<file path="src/hw/rtl/e2u_pkg.sv">
`default_nettype none
// ----------------------------------------------------------------------------
// e2u_pkg
// Shared types, constants and lookup functions for the epoch-to-UTC converter.
// ----------------------------------------------------------------------------
package e2u_pkg;

   // Reciprocal scale: quotient estimate is (a * recip) >> RECIP_SHIFT.
   localparam int unsigned RECIP_SHIFT = 29;
   localparam int unsigned DIVIDEND_W  = 29;
   localparam int unsigned RECIP_W     = 24;
   localparam int unsigned DIVISOR_W   = 12;
   localparam int unsigned QUOT_W      = 24;
   localparam int unsigned PROD_W      = DIVIDEND_W + RECIP_W;

   localparam logic [6:0] CENT_LAST  = 7'd99;   // (y-1) % 100 when y % 100 == 0
   localparam logic [8:0] QUAD_LAST  = 9'd399;  // (y-1) % 400 when y % 400 == 0
   localparam logic [3:0] MONTH_FEB  = 4'd1;
   localparam logic [3:0] MONTH_LAST = 4'd11;

   typedef enum logic [2:0] {
      DIV_DAY  = 3'd0,
      DIV_HOUR = 3'd1,
      DIV_MIN  = 3'd2,
      DIV_Y366 = 3'd3,
      DIV_C100 = 3'd4,
      DIV_C400 = 3'd5
   } e2u_div_sel_type;

   typedef struct packed {
      logic                    start;
      e2u_div_sel_type         sel;
      logic [DIVIDEND_W-1:0]   dividend;
   } e2u_div_req_type;

   typedef struct packed {
      logic                    done;
      logic [QUOT_W-1:0]       quot;
      logic [DIVISOR_W-1:0]    rem;
   } e2u_div_rsp_type;

   // floor(2^29 / divisor)
   function automatic logic [RECIP_W-1:0] div_recip(input e2u_div_sel_type sel);
      logic [RECIP_W-1:0] m;
      unique case (sel)
         DIV_DAY:  m = 24'd795364;    // 675 (86400 with the low 7 bits split off)
         DIV_HOUR: m = 24'd149130;    // 3600
         DIV_MIN:  m = 24'd8947848;   // 60
         DIV_Y366: m = 24'd1466860;   // 366
         DIV_C100: m = 24'd5368709;   // 100
         DIV_C400: m = 24'd1342177;   // 400
         default:  m = '0;
      endcase
      return m;
   endfunction

   function automatic logic [DIVISOR_W-1:0] div_const(input e2u_div_sel_type sel);
      logic [DIVISOR_W-1:0] d;
      unique case (sel)
         DIV_DAY:  d = 12'd675;
         DIV_HOUR: d = 12'd3600;
         DIV_MIN:  d = 12'd60;
         DIV_Y366: d = 12'd366;
         DIV_C100: d = 12'd100;
         DIV_C400: d = 12'd400;
         default:  d = 12'd1;
      endcase
      return d;
   endfunction

   function automatic logic [4:0] month_len(input logic [3:0] m, input logic leap);
      logic [4:0] len;
      unique case (m)
         4'd0, 4'd2, 4'd4, 4'd6, 4'd7, 4'd9, 4'd11: len = 5'd31;
         4'd3, 4'd5, 4'd8, 4'd10:                   len = 5'd30;
         MONTH_FEB:                                 len = leap ? 5'd29 : 5'd28;
         default:                                   len = 5'd31;
      endcase
      return len;
   endfunction

endpackage
`default_nettype wire

</file>
<file path="src/hw/rtl/epoch_seconds_to_utc_date.sv">
`default_nettype none
// ----------------------------------------------------------------------------
// epoch_seconds_to_utc_date
// Converts seconds since 1970-01-01 00:00:00 UTC to Gregorian date and time.
//
// One beat in, one beat out. The block is busy for the whole conversion and
// takes a new request only once the previous response has been taken. All
// divisions go through one shared divide-by-constant unit (reciprocal
// multiply plus one correction): three divisions for the time of day and
// whole-day count, then three per year-search pass (days/366, (y-1)/100,
// (y-1)/400) followed by an update and a check state. The year search needs
// no pass within 1970 and at most three passes otherwise. The month walk
// steps one month per cycle.
// ----------------------------------------------------------------------------
module epoch_seconds_to_utc_date (
   input  wire logic        clock,
   input  wire logic        reset,
   input  wire logic        req_valid,
   output logic             req_ready,
   input  wire logic [35:0] req_epoch_seconds,
   output logic             rsp_valid,
   input  wire logic        rsp_ready,
   output logic [12:0]      rsp_year,
   output logic [3:0]       rsp_month,
   output logic [4:0]       rsp_day_of_month,
   output logic [4:0]       rsp_hour,
   output logic [5:0]       rsp_minute,
   output logic [5:0]       rsp_second
);
   import e2u_pkg::*;

   typedef enum logic [6:0] {
      ST_IDLE = 7'b0000001,
      ST_DIV  = 7'b0000010,
      ST_CHK  = 7'b0000100,
      ST_UPD  = 7'b0001000,
      ST_ADJ  = 7'b0010000,
      ST_MON  = 7'b0100000,
      ST_OUT  = 7'b1000000
   } state_type;

   state_type        state_ff, state_in;
   e2u_div_req_type  div_req_ff, div_req_in;
   e2u_div_rsp_type  div_rsp;

   logic [6:0]  secs_lo_ff, secs_lo_in;
   logic [19:0] days_ff, days_in;
   logic [4:0]  hour_ff, hour_in;
   logic [5:0]  minute_ff, minute_in;
   logic [5:0]  second_ff, second_in;
   logic [12:0] y_ff, y_in;
   logic [12:0] ym1_ff, ym1_in;
   logic [11:0] q366_ff, q366_in;
   logic [8:0]  r366_ff, r366_in;
   logic [5:0]  q100_ff, q100_in;
   logic [6:0]  r100_ff, r100_in;
   logic [3:0]  q400_ff, q400_in;
   logic [8:0]  r400_ff, r400_in;
   logic [10:0] lold_ff, lold_in;
   logic [3:0]  mon_ff, mon_in;
   logic        rsp_valid_ff, rsp_valid_in;
   logic [12:0] o_year_ff, o_year_in;
   logic [3:0]  o_month_ff, o_month_in;
   logic [4:0]  o_day_ff, o_day_in;

   logic        leap;
   logic [10:0] lnew;
   logic [20:0] days_sum;
   logic [4:0]  mlen;

   e2u_div u_div (
      .clock (clock),
      .reset (reset),
      .req   (div_req_ff),
      .rsp   (div_rsp)
   );

   // Leap test for y from the remainders of y-1: y % 100 == 0 exactly when
   // (y-1) % 100 is 99, and likewise for 400.
   assign leap = (ym1_ff[1:0] == 2'd3) && ((r100_ff != CENT_LAST) || (r400_ff == QUAD_LAST));

   // Leap years in 1..(ny-1), and the days left after skipping to ny:
   // days - q*366 - (leaps) + q  ==  r366 + q + lold - lnew.
   assign lnew     = 11'(ym1_ff[12:2]) - 11'(q100_ff) + 11'(q400_ff);
   assign days_sum = 21'(r366_ff) + 21'(q366_ff) + 21'(lold_ff) - 21'(lnew);

   assign mlen = month_len(mon_ff, leap);

   always_comb begin
      state_in     = state_ff;
      div_req_in   = div_req_ff;
      div_req_in.start = 1'b0;
      secs_lo_in   = secs_lo_ff;
      days_in      = days_ff;
      hour_in      = hour_ff;
      minute_in    = minute_ff;
      second_in    = second_ff;
      y_in         = y_ff;
      ym1_in       = ym1_ff;
      q366_in      = q366_ff;
      r366_in      = r366_ff;
      q100_in      = q100_ff;
      r100_in      = r100_ff;
      q400_in      = q400_ff;
      r400_in      = r400_ff;
      lold_in      = lold_ff;
      mon_in       = mon_ff;
      rsp_valid_in = rsp_valid_ff;
      o_year_in    = o_year_ff;
      o_month_in   = o_month_ff;
      o_day_in     = o_day_ff;

      unique case (state_ff)
         ST_IDLE: begin
            if (req_valid) begin
               // Split off the factor 128 of 86400; divide the rest by 675.
               secs_lo_in          = req_epoch_seconds[6:0];
               div_req_in.start    = 1'b1;
               div_req_in.sel      = DIV_DAY;
               div_req_in.dividend = req_epoch_seconds[35:7];
               // Year search starts at 1970, so seed the state for 1969.
               y_in    = 13'd1970;
               ym1_in  = 13'd1969;
               r100_in = 7'd69;
               r400_in = 9'd369;
               lold_in = 11'd477;
               state_in = ST_DIV;
            end
         end

         ST_DIV: begin
            if (div_rsp.done) begin
               unique case (div_req_ff.sel)
                  DIV_DAY: begin
                     days_in             = div_rsp.quot[19:0];
                     div_req_in.start    = 1'b1;
                     div_req_in.sel      = DIV_HOUR;
                     div_req_in.dividend = 29'({div_rsp.rem[9:0], secs_lo_ff});
                  end
                  DIV_HOUR: begin
                     hour_in             = div_rsp.quot[4:0];
                     div_req_in.start    = 1'b1;
                     div_req_in.sel      = DIV_MIN;
                     div_req_in.dividend = 29'(div_rsp.rem);
                  end
                  DIV_MIN: begin
                     minute_in = div_rsp.quot[5:0];
                     second_in = div_rsp.rem[5:0];
                     state_in  = ST_CHK;
                  end
                  DIV_Y366: begin
                     q366_in             = div_rsp.quot[11:0];
                     r366_in             = div_rsp.rem[8:0];
                     ym1_in              = y_ff + div_rsp.quot[12:0] - 13'd1;
                     div_req_in.start    = 1'b1;
                     div_req_in.sel      = DIV_C100;
                     div_req_in.dividend = 29'(ym1_in);
                  end
                  DIV_C100: begin
                     q100_in             = div_rsp.quot[5:0];
                     r100_in             = div_rsp.rem[6:0];
                     div_req_in.start    = 1'b1;
                     div_req_in.sel      = DIV_C400;
                     div_req_in.dividend = 29'(ym1_ff);
                  end
                  DIV_C400: begin
                     q400_in  = div_rsp.quot[3:0];
                     r400_in  = div_rsp.rem[8:0];
                     state_in = ST_UPD;
                  end
                  default: state_in = ST_CHK;
               endcase
            end
         end

         ST_UPD: begin
            // Advance to the guessed year and drop the days skipped.
            days_in  = days_sum[19:0];
            lold_in  = lnew;
            y_in     = ym1_ff + 13'd1;
            state_in = ST_CHK;
         end

         ST_CHK: begin
            if (days_ff > 20'd365) begin
               div_req_in.start    = 1'b1;
               div_req_in.sel      = DIV_Y366;
               div_req_in.dividend = 29'(days_ff);
               state_in            = ST_DIV;
            end else begin
               state_in = ST_ADJ;
            end
         end

         ST_ADJ: begin
            // Day 365 of a common year rolls over to January 1 of the next.
            if ((days_ff == 20'd365) && !leap) begin
               days_in = '0;
               y_in    = y_ff + 13'd1;
            end
            mon_in   = '0;
            state_in = ST_MON;
         end

         ST_MON: begin
            if ((mon_ff < MONTH_LAST) && (days_ff >= 20'(mlen))) begin
               days_in = days_ff - 20'(mlen);
               mon_in  = mon_ff + 4'd1;
            end else begin
               o_year_in    = y_ff;
               o_month_in   = mon_ff + 4'd1;
               o_day_in     = days_ff[4:0] + 5'd1;
               rsp_valid_in = 1'b1;
               state_in     = ST_OUT;
            end
         end

         ST_OUT: begin
            if (rsp_ready) begin
               rsp_valid_in = 1'b0;
               state_in     = ST_IDLE;
            end
         end

         default: state_in = ST_IDLE;
      endcase
   end

   always_ff @(posedge clock) begin
      if (reset) begin
         state_ff     <= ST_IDLE;
         div_req_ff   <= '0;
         rsp_valid_ff <= 1'b0;
      end else begin
         state_ff     <= state_in;
         div_req_ff   <= div_req_in;
         rsp_valid_ff <= rsp_valid_in;
      end
   end

   always_ff @(posedge clock) begin
      secs_lo_ff <= secs_lo_in;
      days_ff    <= days_in;
      hour_ff    <= hour_in;
      minute_ff  <= minute_in;
      second_ff  <= second_in;
      y_ff       <= y_in;
      ym1_ff     <= ym1_in;
      q366_ff    <= q366_in;
      r366_ff    <= r366_in;
      q100_ff    <= q100_in;
      r100_ff    <= r100_in;
      q400_ff    <= q400_in;
      r400_ff    <= r400_in;
      lold_ff    <= lold_in;
      mon_ff     <= mon_in;
      o_year_ff  <= o_year_in;
      o_month_ff <= o_month_in;
      o_day_ff   <= o_day_in;
   end

   assign req_ready        = (state_ff == ST_IDLE);
   assign rsp_valid        = rsp_valid_ff;
   assign rsp_year         = o_year_ff;
   assign rsp_month        = o_month_ff;
   assign rsp_day_of_month = o_day_ff;
   assign rsp_hour         = hour_ff;
   assign rsp_minute       = minute_ff;
   assign rsp_second       = second_ff;

endmodule
`default_nettype wire

</file>
<file path="src/hw/rtl/e2u_div.sv">
`default_nettype none
// ----------------------------------------------------------------------------
// e2u_div
// Shared divide-by-constant unit: reciprocal multiply, back-multiply, one
// correction step, each registered in turn.
// ----------------------------------------------------------------------------
module e2u_div (
   input  wire logic                  clock,
   input  wire logic                  reset,
   input  wire e2u_pkg::e2u_div_req_type req,
   output e2u_pkg::e2u_div_rsp_type   rsp
);
   import e2u_pkg::*;

   logic                   v1_ff, v2_ff, done_ff;
   logic [DIVIDEND_W-1:0]  a_ff, a_in;
   logic [DIVISOR_W-1:0]   d_ff, d_in;
   logic [PROD_W-1:0]      prod_ff, prod_in;
   logic [QUOT_W-1:0]      qe_ff, qe_in;
   logic [DIVIDEND_W-1:0]  qd_ff, qd_in;
   logic [QUOT_W-1:0]      q_ff, q_in;
   logic [DIVISOR_W-1:0]   r_ff, r_in;
   logic [DIVIDEND_W-1:0]  r_raw;
   logic [DIVIDEND_W+DIVISOR_W-1:0] qd_full;

   always_comb begin
      a_in    = a_ff;
      d_in    = d_ff;
      prod_in = prod_ff;
      if (req.start) begin
         a_in    = req.dividend;
         d_in    = div_const(req.sel);
         prod_in = PROD_W'(req.dividend) * PROD_W'(div_recip(req.sel));
      end
   end

   // Estimate is exact or one short.
   always_comb begin
      qe_in   = prod_ff[RECIP_SHIFT +: QUOT_W];
      qd_full = (DIVIDEND_W+DIVISOR_W)'(qe_in) * (DIVIDEND_W+DIVISOR_W)'(d_ff);
      qd_in   = qd_full[DIVIDEND_W-1:0];
   end

   always_comb begin
      r_raw = a_ff - qd_ff;
      if (r_raw[DIVISOR_W:0] >= {1'b0, d_ff}) begin
         q_in = qe_ff + QUOT_W'(1);
         r_in = r_raw[DIVISOR_W-1:0] - d_ff;
      end else begin
         q_in = qe_ff;
         r_in = r_raw[DIVISOR_W-1:0];
      end
   end

   always_ff @(posedge clock) begin
      if (reset) begin
         v1_ff   <= 1'b0;
         v2_ff   <= 1'b0;
         done_ff <= 1'b0;
      end else begin
         v1_ff   <= req.start;
         v2_ff   <= v1_ff;
         done_ff <= v2_ff;
      end
   end

   always_ff @(posedge clock) begin
      a_ff    <= a_in;
      d_ff    <= d_in;
      prod_ff <= prod_in;
      if (v1_ff) begin
         qe_ff <= qe_in;
         qd_ff <= qd_in;
      end
      if (v2_ff) begin
         q_ff <= q_in;
         r_ff <= r_in;
      end
   end

   assign rsp = {done_ff, q_ff, r_ff};

endmodule
`default_nettype wire
</file>
<file path="config.mk">
export PLATFORM = sky130hd
export DESIGN_NAME = epoch_seconds_to_utc_date
export DESIGN_NICKNAME = d
export VERILOG_FILES = /design/src/hw/rtl/e2u_pkg.sv /design/src/hw/rtl/epoch_seconds_to_utc_date.sv /design/src/hw/rtl/e2u_div.sv
export SDC_FILE = /design/constraint.sdc
export NUM_CORES = 2
export LEC_CHECK = 0
export ABC_CLOCK_PERIOD_IN_PS = 19800
export BUFFER_PORTS_ARGS = -buffer_cell sky130_fd_sc_hd__buf_2
export CAP_MARGIN = 20
export CORE_ASPECT_RATIO = 0.75
export CORE_MARGIN = 2
export CORE_UTILIZATION = 50
export CTS_CLUSTER_DIAMETER = 120
export DETAILED_ROUTE_END_ITERATION = 8
export PLACE_DENSITY = 0.66
export SKIP_CTS_REPAIR_TIMING = 1
export SYNTH_ARGS = -nofsm -noshare
export SYNTH_HDL_FRONTEND = slang
export SYNTH_SLANG_ARGS = --single-unit
</file>
<file path="constraint.sdc">
create_clock -name clock -period 19.8 [get_ports clock]
set_input_delay 2.97 -clock clock [delete_from_list [all_inputs] [get_ports clock]]
set_output_delay 2.97 -clock clock [all_outputs]
set_load 0.05 [all_outputs]
</file>
==> flow_summary.json <==
{
  "grt_antenna_before_repair": 5,
  "firstDrtPassIters": 7,
  "power.share.switching_pct": 49.7,
  "ir_worst_vdd_uv": 191,
  "input_output_buffers": 80,
  "finalNetCount": 4833,
  "post-route-drc-count": 0,
  "start_util_pct": 50.4,
  "grt_setup_unrepaired": "no",
  "max_slew.worst_pin.slew_ns": 1.21,
  "route.final.wire_length_um": 112000,
  "placeableCoreArea_um2": 75000,
  "tot_gr_track_use_pct": 29.5,
  "clock_tree_from_tritoncts": "yes",
  "timing.clock.skew_ns": 0.0351,
  "design.portCount": 81,
  "worstSetupEndpoint": "u_div.prod_ff[47]",
  "sw_power_uw": 3160,
  "period_minus_ws_final_ns": 9.89,
  "avgViaCountPerCell": 5.53,
  "proportion_of_layout_cells_with_a_drive_suffix_above_1_pct": 5.50,
  "status": "finished, final reports clean",
  "synth.cell_area_um2": 37800,
  "category_of_the_critical_setup_timing_path": "register to register",
  "finalHoldViolCount": 0,
  "wire_per_inst_um": 22.9,
  "first_pass_grt_wire_length_um": 171000,
  "core.rowCount": 87,
  "postSynth.asyncResetShare_pct": 0,
  "cp.depth": 31,
  "power.internal_uw": 3200,
  "r2r_startpoint": "div_req_ff[31]",
  "worst_r2r_endpoint": "u_div.prod_ff[47]",
  "worst_hold_slack_ns": 0.424,
  "synthesis.nets": 4814,
  "max_cap_violations": 0,
  "vias_in_the_first_global_route": 27700,
  "yosysMostFrequentCell": "sky130_fd_sc_hd__inv_1",
  "postPlaceCellArea_um2": 39300,
  "synth_enable_flop_cells": 263,
  "cp_slowest_cell": "sky130_fd_sc_hd__a211oi_1",
  "setup.worst_path.start": "div_req_ff[31]",
  "r2r_setup_slack_ns": 9.91,
  "ys_seq_area_share_pct": 23.2,
  "cts.clk_slew.worst_paths_ns": 0.07,
  "final_setup_violations": 0,
  "comb_power_share_pct": 72.7,
  "netlist_instances": 3849,
  "synth_top_area_share_pct": 32.0,
  "postSynthRegisterBits": 307,
  "relSlewSlack_pct": 19.1,
  "pwr-share-clk_pct": 9.4,
  "root_buffer": "sky130_fd_sc_hd__clkbuf_16",
  "cellLeakagePower_uw": 0.0196,
  "area.growth.synth_to_final_pct": 6.67,
  "htreeDepth": 1,
  "clkLatencyLatePin_ns": 0.62,
  "numCtsBuffers": 29,
  "cp_data_required_time_ns": 20.15,
  "slew_violations": 0,
  "netlist.top_cell.by_area": "sky130_fd_sc_hd__fa_1",
  "timing.critical_path.mode_cell": "sky130_fd_sc_hd__fa_1",
  "chipHeight_um": 242,
  "synthDistinctLibCells": 76,
  "num_vias": 26900,
  "cts.sink_count": 307,
  "synth_flop_cell": "sky130_fd_sc_hd__edfxtp_1",
  "cpLargestDelayFamily": "adder cells",
  "element_type_at_the_critical_path_end": "register",
  "crit_path_max_fanout": 32,
  "area_contributors_post_synth": "sky130_fd_sc_hd__fa_1 (32%), sky130_fd_sc_hd__edfxtp_1 (21%), sky130_fd_sc_hd__ha_1 (11%)",
  "netlist_top_cells_count": "sky130_fd_sc_hd__inv_1 (920), sky130_fd_sc_hd__fa_1 (604), sky130_fd_sc_hd__nand2_1 (338)",
  "die_w_um": 321,
  "summed_area_of_non_filler_cells_in_the_final_layout_um2": 40300,
  "timing.critical_path.arrival_ns": 10.23,
  "pre_cts_ws_ns": 10.18,
  "pwr-share-seq_pct": 17.9,
  "path_buf_inv": 9,
  "start_kind": "register",
  "initialDrtViolationCount": 3410,
  "final_critical_path_setup_slack_ns": 9.91,
  "ctsLongestPathBuffers": 3,
  "synth.avg_cell_area_um2": 9.81,
  "setup_tns_ns": 0,
  "grt_max_degree": 53,
  "power_density_nw_per_um2": 158,
  "nFillCells": 6632,
  "yosysWarningCount": 0,
  "timing.reg2reg.worst_path_depth": 31,
  "hold_path_class": "register to register",
  "dp_hpwl_um": 89300,
  "fp.dieArea_um2": 77800,
  "gp_congestion": 0.988,
  "timing.final.crit_share_pct": 49.9,
  "achievable-frequency_mhz": 101,
  "holdCritStartpoint": "u_div.prod_ff[42]",
  "max_stage_delay_ns": 0.93,
  "route.antenna.remaining_nets": 0,
  "globalRoute.totalOverflow": 0
}
final cells by class:
class                           instances  area (µm²)  share of cell area, %
Multi-Input combinational cell       2477       25000                   62.1
Timing Repair Buffer                  133         816                   2.02
Tap cell                              979        1220                   3.04
Antenna cell                            1        2.50                0.00621
Clock inverter                         19         195                  0.484
Clock buffer                           35         800                   1.98
Inverter                              920        3450                   8.57
Sequential cell                       307        8780                   21.8
worst register-to-register path, delay by kind of cell (launching register included):
family	cells	cell delay, ns
AO/OA/AOI/OAI	6	2.18
XOR/XNOR	1	0.13
flip-flops	1	0.32
adder cells (fa/ha/maj)	8	3.62
buffers and inverters	9	1.71
AND/OR/NAND/NOR	7	1.64
state kept, by name (all words and copies together) (netlist names), 13 cells and up:
name / cells
y_ff: 13
rsp_year: 13
u_div.q_ff: 20
div_req_ff: 33
u_div.qd_ff: 13
u_div.a_ff: 13
u_div.qe_ff: 20
ym1_ff: 13
days_ff: 20
u_div.prod_ff: 20
worst min path at each step:
stage,end,cells past startpoint
detailed placement,u_div.qe_ff[19],0
CTS,u_div.qe_ff[19],0
global route,u_div.qe_ff[19],0
global placement,u_div.qe_ff[14],0
floorplan,u_div.qe_ff[13],0
finish,u_div.qe_ff[13],0
per-stage QoR:
stage / utilization, % / power (µW) / std cells
after floorplan: - / 4500 / 3849
after global placement: 52.3 / 5640 / 4811
after detailed placement: 52.4 / 5720 / 4813
after CTS: 53.7 / 6360 / 4867
after global routing: 53.7 / 7060 / 4870
final: 53.7 / 6360 / 4871
layer usage:
layer	share of wire [%]	wire length [µm]	global-route usage, %
met2	40	44400	40.5
met3	14	16000	11.0
met1	43	48200	44.0
met4	2.7	2970	6.87
met5	0.0072	8	0
power groups by stage:
stage	Sequential (µW)	Clock, µW	Combinational, µW
floorplan	1030	0	3460
global placement	1160	0	4480
detailed placement	1160	0	4560
CTS	1150	604	4610
global route	1150	630	5280
finish	1140	597	4620
layout by cell type, fill, tap and decap left out, types with 20 or more instances in the layout:
cell type	instances
sky130_fd_sc_hd__a21o_1	22
sky130_fd_sc_hd__a21oi_1	115
sky130_fd_sc_hd__a22oi_1	20
sky130_fd_sc_hd__and2_1	182
sky130_fd_sc_hd__and3_1	59
sky130_fd_sc_hd__buf_2	81
sky130_fd_sc_hd__buf_4	49
sky130_fd_sc_hd__clkbuf_16	30
sky130_fd_sc_hd__dfxtp_1	40
sky130_fd_sc_hd__edfxtp_1	263
sky130_fd_sc_hd__fa_1	604
sky130_fd_sc_hd__ha_1	321
sky130_fd_sc_hd__inv_1	920
sky130_fd_sc_hd__nand2_1	337
sky130_fd_sc_hd__nand2b_1	20
sky130_fd_sc_hd__nand3_1	46
sky130_fd_sc_hd__nor2_1	218
sky130_fd_sc_hd__nor2b_1	72
sky130_fd_sc_hd__nor3_1	27
sky130_fd_sc_hd__o21ai_0	45
sky130_fd_sc_hd__xnor2_1	124
sky130_fd_sc_hd__xor2_1	37
cells by family (layout without fill, tap and decap cells):
logic type / Yosys count / after routing / share of synthesized area (%)
AOI/OAI and AO/OA: 335 / 335 / 5.79
buffers and inverters: 1065 / 1107 / 10.7
DFF: 307 / 307 / 23.2
and+or+nand+nor: 1038 / 1038 / 13.4
adders and majority gates: 925 / 925 / 42.6
xor gates and xnor gates: 161 / 161 / 3.73
other: 0 / 1 / 0
muxes: 18 / 18 / 0.497
(Power assumes the default switching activity.)
